<file path="src/rtl/asort_pkg.sv">
// Shared types for the ascending set sorter.
// Holds the controller state encoding and the command and status bundles
// that join the controller to the datapath. No dependencies.
package asort_pkg;

  typedef enum logic [2:0] {
    S_COLLECT,
    S_LOAD,
    S_CAPT,
    S_SCAN,
    S_EMIT
  } state_t;

  typedef struct packed {
    logic accept;
    logic rd_first;
    logic capture;
    logic scan;
    logic emit;
  } cmd_t;

  typedef struct packed {
    logic single;
    logic scan_done;
    logic out_free;
    logic final_out;
  } sts_t;

endpackage

</file>
<file path="src/rtl/asort_dp.sv">
// Datapath of the ascending set sorter: element memory, count, overflow
// flag, selection registers and the output register.
// Depends on asort_pkg for the command and status bundles.
module asort_dp #(
  parameter int MAX_ITEMS = 16
) (
  input  logic                clk,
  input  logic                rst,
  input  asort_pkg::cmd_t     cmd,
  output asort_pkg::sts_t     sts,
  input  logic signed [31:0]  value,
  input  logic                out_stall,
  output logic                out_valid,
  output logic signed [31:0]  value_res,
  output logic                last_res,
  output logic                overflow
);
  import asort_pkg::*;

  localparam int AW = (MAX_ITEMS > 1) ? $clog2(MAX_ITEMS) : 1;
  localparam int CW = $clog2(MAX_ITEMS + 1);

  logic signed [31:0] mem [MAX_ITEMS];
  logic signed [31:0] rdata;
  logic signed [31:0] cur;
  logic [CW-1:0]      count;
  logic               ovf;
  logic [AW-1:0]      i;
  logic [AW-1:0]      j;
  logic [AW-1:0]      raddr;
  logic [CW-1:0]      i_inc;
  logic [CW-1:0]      j_inc;
  logic               swap;
  logic               has_room;

  assign i_inc    = CW'(i) + CW'(1);
  assign j_inc    = CW'(j) + CW'(1);
  assign swap     = rdata < cur;
  assign has_room = count < CW'(MAX_ITEMS);

  assign sts.single    = i_inc == count;
  assign sts.final_out = i_inc == count;
  assign sts.scan_done = j_inc == count;
  assign sts.out_free  = !out_valid || !out_stall;

  always_comb begin
    raddr = i;
    if (cmd.rd_first) begin
      raddr = '0;
    end else if (cmd.capture || cmd.emit) begin
      raddr = AW'(i_inc);
    end else if (cmd.scan) begin
      raddr = AW'(j_inc);
    end
  end

  always_ff @(posedge clk) begin
    rdata <= mem[raddr];
    if (cmd.accept && has_room) begin
      mem[count[AW-1:0]] <= value;
    end else if (cmd.scan && swap) begin
      mem[j] <= cur;
    end
  end

  always_ff @(posedge clk) begin
    if (cmd.rd_first) begin
      i <= '0;
    end else if (cmd.emit) begin
      i <= AW'(i_inc);
    end
    if (cmd.capture) begin
      cur <= rdata;
      j   <= AW'(i_inc);
    end else if (cmd.scan) begin
      if (swap) begin
        cur <= rdata;
      end
      j <= AW'(j_inc);
    end
    if (cmd.emit) begin
      value_res <= cur;
      last_res  <= sts.final_out;
      overflow  <= ovf;
    end
  end

  always_ff @(posedge clk) begin
    if (rst) begin
      count     <= '0;
      ovf       <= 1'b0;
      out_valid <= 1'b0;
    end else begin
      if (cmd.accept) begin
        if (has_room) begin
          count <= count + CW'(1);
        end else begin
          ovf <= 1'b1;
        end
      end else if (cmd.emit && sts.final_out) begin
        count <= '0;
        ovf   <= 1'b0;
      end
      if (cmd.emit) begin
        out_valid <= 1'b1;
      end else if (!out_stall) begin
        out_valid <= 1'b0;
      end
    end
  end

endmodule

</file>
<file path="src/rtl/asort_ctrl.sv">
// Controller of the ascending set sorter: collects a set, then steps the
// datapath through one selection scan per result.
// Depends on asort_pkg for the state type and command/status bundles.
module asort_ctrl (
  input  logic             clk,
  input  logic             rst,
  input  logic             in_valid,
  input  logic             last,
  output logic             in_stall,
  input  asort_pkg::sts_t  sts,
  output asort_pkg::cmd_t  cmd
);
  import asort_pkg::*;

  state_t state;
  state_t state_next;

  always_ff @(posedge clk) begin
    if (rst) begin
      state <= S_COLLECT;
    end else begin
      state <= state_next;
    end
  end

  always_comb begin
    state_next = state;
    cmd        = '0;
    in_stall   = 1'b1;
    case (state)
      S_COLLECT: begin
        in_stall   = 1'b0;
        cmd.accept = in_valid;
        if (in_valid && last) begin
          state_next = S_LOAD;
        end
      end
      S_LOAD: begin
        cmd.rd_first = 1'b1;
        state_next   = S_CAPT;
      end
      S_CAPT: begin
        cmd.capture = 1'b1;
        state_next  = sts.single ? S_EMIT : S_SCAN;
      end
      S_SCAN: begin
        cmd.scan = 1'b1;
        if (sts.scan_done) begin
          state_next = S_EMIT;
        end
      end
      S_EMIT: begin
        if (sts.out_free) begin
          cmd.emit   = 1'b1;
          state_next = sts.final_out ? S_COLLECT : S_CAPT;
        end
      end
      default: begin
        state_next = S_COLLECT;
      end
    endcase
  end

endmodule

</file>
<file path="src/rtl/ascending_set_sorter.sv">
// Top level of the ascending set sorter.
// Instantiates asort_ctrl and asort_dp; types come from asort_pkg.
//
// Usage: the input channel (in_valid, in_stall, value, last) takes one
// signed element per transfer. A transfer with last high closes the set.
// Up to MAX_ITEMS elements are kept; further elements of the set are
// dropped and every result of that set then carries overflow high.
// The output channel (out_valid, out_stall, value_res, last_res, overflow)
// returns the stored elements in ascending signed order, last_res high on
// the final one.
// Throughput: while collecting, one element is taken per cycle.
// After the closing transfer the input stalls while a selection sort runs
// over the element memory, one compare per cycle on its single read port.
// A stalled receiver holds the result in the output register and the sort
// waits for it.
// Reset clears the element count, the overflow flag and out_valid; the
// block then accepts a new set.
module ascending_set_sorter #(
  parameter int MAX_ITEMS = 16
) (
  input  logic                clk,
  input  logic                rst,
  input  logic                in_valid,
  output logic                in_stall,
  input  logic signed [31:0]  value,
  input  logic                last,
  output logic                out_valid,
  input  logic                out_stall,
  output logic signed [31:0]  value_res,
  output logic                last_res,
  output logic                overflow
);
  import asort_pkg::*;

  cmd_t cmd;
  sts_t sts;

  asort_ctrl u_ctrl (
    .clk      (clk),
    .rst      (rst),
    .in_valid (in_valid),
    .last     (last),
    .in_stall (in_stall),
    .sts      (sts),
    .cmd      (cmd)
  );

  asort_dp #(
    .MAX_ITEMS (MAX_ITEMS)
  ) u_dp (
    .clk       (clk),
    .rst       (rst),
    .cmd       (cmd),
    .sts       (sts),
    .value     (value),
    .out_stall (out_stall),
    .out_valid (out_valid),
    .value_res (value_res),
    .last_res  (last_res),
    .overflow  (overflow)
  );

endmodule
</file>
<file path="config.mk">
export PLATFORM = sky130hd
export DESIGN_NAME = ascending_set_sorter
export DESIGN_NICKNAME = d
export VERILOG_FILES = /design/src/rtl/asort_pkg.sv /design/src/rtl/asort_dp.sv /design/src/rtl/asort_ctrl.sv /design/src/rtl/ascending_set_sorter.sv
export SDC_FILE = /design/constraint.sdc
export NUM_CORES = 1
export LEC_CHECK = 0
export CORE_MARGIN = 4
export CORE_UTILIZATION = 65
export CTS_BUF_LIST = sky130_fd_sc_hd__clkbuf_8
export DETAILED_ROUTE_END_ITERATION = 7
export DONT_BUFFER_PORTS = 1
export PLACE_DENSITY = 0.81
export SLEW_MARGIN = 20
export SYNTH_ARGS = -nofsm -noshare
export SYNTH_HDL_FRONTEND = slang
export SYNTH_SLANG_ARGS = --single-unit
</file>
<file path="constraint.sdc">
create_clock -name clk -period 11.2 [get_ports clk]
set_input_delay 0.56 -clock clk [delete_from_list [all_inputs] [get_ports clk]]
set_output_delay 0.56 -clock clk [all_outputs]
set_load 0.02 [all_outputs]
</file>
== Word-level counts from Yosys, hierarchy flattened ==
Memory sizes are Yosys's and may differ from the RTL's. A register that Yosys moved wholly into a read port is not among the register bits.
Index checks and enable logic that the tools add are counted.

* Flip-flop bits (word level): 84
* RAM bits: 512
* Memories: 1

{| class="wikitable"
|+ Memory list
! name !! depth !! bits a word !! rd ports !! clocked after Yosys merged registers in !! write ports !! RTL line !! text
|-
| u_dp.mem || 16 || 32 || 1 || 1 || 1 || asort_dp.sv:23 || <nowiki>logic signed [31:0] mem [MAX_ITEMS];</nowiki>
|}

* Add/sub/neg operators: 3
* $lt $le $gt $ge: 2
* Equal/unequal tests: 12
* Multiplexer cells: 37
* Reductions and logical operators: 17

{| class="wikitable"
|+ Operator list
! cell !! number
|-
| $mux 32 || 4
|-
| $lt 32x32->1 || 1
|-
| $reduce_or 32->1 || 1
|-
| $mux 4 || 6
|-
| $mux 1 || 18
|-
| $mux 5 || 3
|-
| $pmux 3 s5 || 1
|-
| $mux 3 || 4
|-
| $add 4x1->5 const B || 2
|-
| $eq 5x5->1 || 2
|-
| $ne 2x2->1 const B || 4
|-
| $eq 3x2->1 const B || 2
|-
| $reduce_and 2->1 || 3
|-
| $reduce_bool 2->1 || 3
|-
| $add 5x1->5 const B || 1
|-
| $lt 5x5->1 const B || 1
|-
| $logic_and 1x1->1 || 4
|-
| $ne 2x1->1 const B || 2
|-
| $eq 3x1->1 const B || 1
|-
| $eq 3x3->1 const B || 1
|-
| $logic_not 3->1 || 1
|-
| $reduce_and 3->1 || 1
|-
| $logic_not 1->1 || 2
|-
| $logic_or 1x1->1 || 2
|-
| $mux 2 || 1
|}

== Longest topological paths before layout ==
* Depth after elaboration: 8
* Depth in mapped cells: 11

== By module ==
From an unflattened synthesis, not the netlist that was laid out.

* Cells, all modules: 1505
* Area total of the unflattened synthesis: 26037.5 um^2

{| class="wikitable"
|+ Modules (own cells, without submodules)
! module !! times used !! cells an instance !! area an instance (um^2) !! seq. area each (um^2)
|-
| asort_dp || 1 || 1474 || 25787.2 || 18337.6
|-
| asort_ctrl || 1 || 31 || 250.2 || 60.1
|}

== Least setup slack after synthesis ==
OpenSTA, ideal clock, no wires.

* Kind: reg-to-reg
* From: register u_dp.cur[30]
* To: memory u_dp.mem[15][0], enable pin
* Library setup time: 0.436 ns
* Data arrival time: 3.765 ns
* Data required time: 10.764 ns
* Path slack: 6.999 ns
* Stages on the path, launching flop included: 10
* Path buffers: 0
* Path through: edfxtp_1 inv_1 ha_1 a21oi_1 nand2_1 a221oi_1 nand3_1 a31oi_2 mux2_2 a22oi_1

* Longest elaborated chain between the ends: 7
* Elaborated cells on any way between the ends: 8
* Classes of those cells: order compare (1); mux (5); reduce/logical (2)

{| class="wikitable"
|+ Ends and longest elaborated chain
! what !! RTL line !! text
|-
| start, declared || asort_dp.sv:25 || <nowiki>logic signed [31:0] cur;</nowiki>
|-
| start signal, assigned || asort_dp.sv:73 || <nowiki>cur <= rdata;</nowiki>
|-
| start signal, assigned || asort_dp.sv:77 || <nowiki>cur <= rdata;</nowiki>
|-
| $lt 32x32->1 (*) || asort_dp.sv:38 || <nowiki>assign swap = rdata < cur;</nowiki>
|-
| $logic_and 1x1->1 (*) || asort_dp.sv:61 || <nowiki>end else if (cmd.scan && swap) begin</nowiki>
|-
| $mux 1 (*) || asort_dp.sv:61 ||
|-
| $mux 1 (*) || asort_dp.sv:59 || <nowiki>if (cmd.accept && has_room) begin</nowiki>
|-
| $mux 1 (implied by the code) (*) || asort_dp.sv:62 || <nowiki>mem[j] <= cur;</nowiki>
|-
| $reduce_or 32->1 (no source line) || n/a ||
|-
| $mux 4 (no source line) or $mux 1 (tied branches) || n/a ||
|-
| end, declared || asort_dp.sv:23 ||
|}

Mark *: on every way between the ends. The rest lies on a longest branch, timed or not.

== Worst setup path after layout ==
* From: register u_dp.cur[31]
* To: memory u_dp.mem[4][25], enable pin

Same word-level chain as after synthesis.

==> metrics.csv <==
metric,value,unit
status,"complete, no violations",
Tmin final,5.08,ns
Slew @ Worst Pin,1.10,ns
core area,38900,um2
drt pass-1 iters,5,
fin. max-slew vios,0,
mux contribution to synthesized area,11.8,%
R2R depth,11,
CTS Buf Count,96,
gpl congestion,0.862,
XOR/XNOR share of the synthesized area,0.544,%
PortBufs,0,
Pleak,0.00925,uW
Max-cap violations,0,
Cells after Synth,1474,
sequential cell area,18400,um2
total congestion overflow,0,
Root Driver,clkbuf_8,
Netlist cell types,59,
Longest Clk Path Bufs,3,
Reg-to-Reg End,u_dp.mem[4][25],
number of synthesized flops with an enable pin,582,
Die Area,42900,um2
Setup CP Type,register to register,
Power Total,5150,uW
share of cells above drive strength 1,20.5,%
first-pass GRT wire length,87800,um
crit end category,register,
die span in x,207,um
# H-tree levels,3,
Max Fclk,0.197,GHz
worst vdd ir,0.000108,V
Pwr Density,182,nW/um2
Synth Register Bits,628,
crit path capture,u_dp.mem[4][25],
R2R Setup Slk,6.12,ns
hold_sp,in_valid,
Syn Area/Cell,17.5,um2
TritonCTS clock tree,yes,
unrepaired setup endpoints after global routing,false,
area delta synth->final,9.79,%
cell area after synthesis,25800,um2
Boundary Pins,73,
crit path launch type,register,
net count after synthesis,1545,
main combinational cell family by area after synthesis,multiplexers,
HPWL after DPL,32700,um
Final Util,72.7,%
finished layout cell area,28300,um2
commonest cells in the synthesized netlist,"edfxtp_1 (582), mux4_2 (128), nand2_1 (128)",
1st-iter DRT viols,1801,
synth top area cells,"edfxtp_1 (68%), mux4_2 (11%), dfxtp_1 (3.6%), a22oi_1 (2.3%), nand2_1 (1.9%)",
area fraction in compound gates after synthesis,4.81,%
Post-synth top flop,edfxtp_1,
Yosys top cell by area,edfxtp_1,
Rel. slew slack,26.4,%
routed len/inst,27.3,um
# DRC,0,
Multi-input gate area,6910,um2
simple-gate share of the synthesized area,7.38,%
Final Cycle Share,45.4,%
Worst Path Arrival,5.35,ns
yosys warns,0,
Worst Setup SP,u_dp.cur[31],
Worst-Skew Late Latency,0.66,ns
"Data required, critical path",11.46,ns
routed wire length,57400,um
die height,207,um
Fillers,2220,
Avg Vias per Cell,6.79,
clock slew at reported path FFs,0.06,ns
Clock Skews,0.0375,ns
placed cell area,26300,um2
n_diodes,0,
# rows,72,
HP Class,input port to register,
Num Clock Sinks,628,
Synth top area share,67.8,%
initial core utilization,66.2,%
synthesized-area fraction occupied by adder cells,1.65,%
Total GRT Usage,26.8,%
final hold vios,0,
Final #Nets,1579,
initial antenna violation count,0,
most common cell in the synthesized netlist,edfxtp_1,
share of synthesized registers carrying an async set or reset,0,%
Crit Path Max Fanout,80,
post-synthesis sequential area ratio,71.4,%
antenna-violating nets left,0,
setup TNS,0,ns
vias post-DR,14300,
post-cts repair resize count,0,
RR Startpoint,u_dp.cur[31],
largest net degree at the start of global routing,129,
vias in the first global route,14500,
final setup fails,0,
==> repair_timing <==
action,4_1_cts,5_1_grt
hold buffers,1,0
hold endpoints to repair,7,0
setup endpoints to repair,0,0
buffers inserted,0,0
==> state kept, by name (all words and copies together), names as in the netlist <==
register,count
u_dp.i,4
u_dp.overflow,1
u_ctrl.state,3
u_dp.rdata,32
u_dp.value_res,32
u_dp.j,4
u_dp.count,5
u_dp.last_res,1
u_dp.out_valid,1
u_dp.cur,32
u_dp.ovf,1
u_dp.mem,512
==> cells by family after synthesis <==
| group | after synthesis |
|---|---|
| xor gates and xnor gates | 16 |
| and+or+nand+nor | 340 |
| adders and majority gates | 34 |
| buffers and inverters | 132 |
| DFF | 628 |
| AOI/OAI and AO/OA | 181 |
| muxes | 143 |
==> worst max-delay path: stages (launching register included) <==
cell      delay, ns
edfxtp_1       0.41
inv_1          0.14
ha_4           0.33
nand4_1        0.20
nor2_1         0.07
a221oi_1       0.46
nand3_1        0.32
a31oi_4        0.77
buf_4          0.82
mux2i_1        0.35
a22oi_2        0.24
buf_4          0.53
==> layout by cell type, fill, tap and decap left out, types with 16 or more instances in the layout <==
cell type and n:
inv_1 58, a21oi_1 61, dfxtp_1 46, nand4b_1 34, mux4_2 128, nand4_1 39
or3_1 35, a22oi_2 16, a22oi_1 64, clkinv_1 30, nand2_1 127, nor2_1 24
edfxtp_1 582, clkbuf_8 100, nand3b_1 34, ha_1 33, buf_4 27
==> where the power goes <==
part	internal, uW	leakage (uW)	switching [uW]
clock	1010	0.00106	862
sequential	2710	0.00560	34.5
combinational	183	0.00260	345
==> per-layer routing <==
metal	GRT usage, %	vias to the layer above	share of wire (%)
met2	42.4	851	49
li1	-	6048	-
met4	9.39	0	3.2
met1	37.9	7266	37
met3	5.93	126	10
met5	0	-	0
==> stage by stage <==
stage	std cells	hold WS (ns)	setup WS, ns
2_1_floorplan	1474	0.409	7.00
4_1_cts	2104	0.0292	6.12
3_5_place_dp	1926	0.421	6.16
5_1_grt	2105	0.0561	5.82
3_3_place_gp	1924	0.416	6.30
6_report	2105	0.0850	6.12
==> how the worst min path moves through the flow <==
stage / endpoint / depth (start not counted)
6_report: u_dp.ovf / 2
5_1_grt: u_dp.ovf / 2
4_1_cts: u_dp.ovf / 2
3_5_place_dp: u_dp.cur[27] / 0
3_3_place_gp: u_dp.cur[10] / 0
2_1_floorplan: u_dp.overflow / 0
==> cell type report <==
class	instances	share of cell area [%]
clock inverters	77	1.85
multi-input cells	714	24.4
clock buffers	100	4.87
repair buffers	33	1.04
flip-flops and latches	628	65.1
inverters	35	0.465
well taps	518	2.29
(Power assumes the default switching activity.)
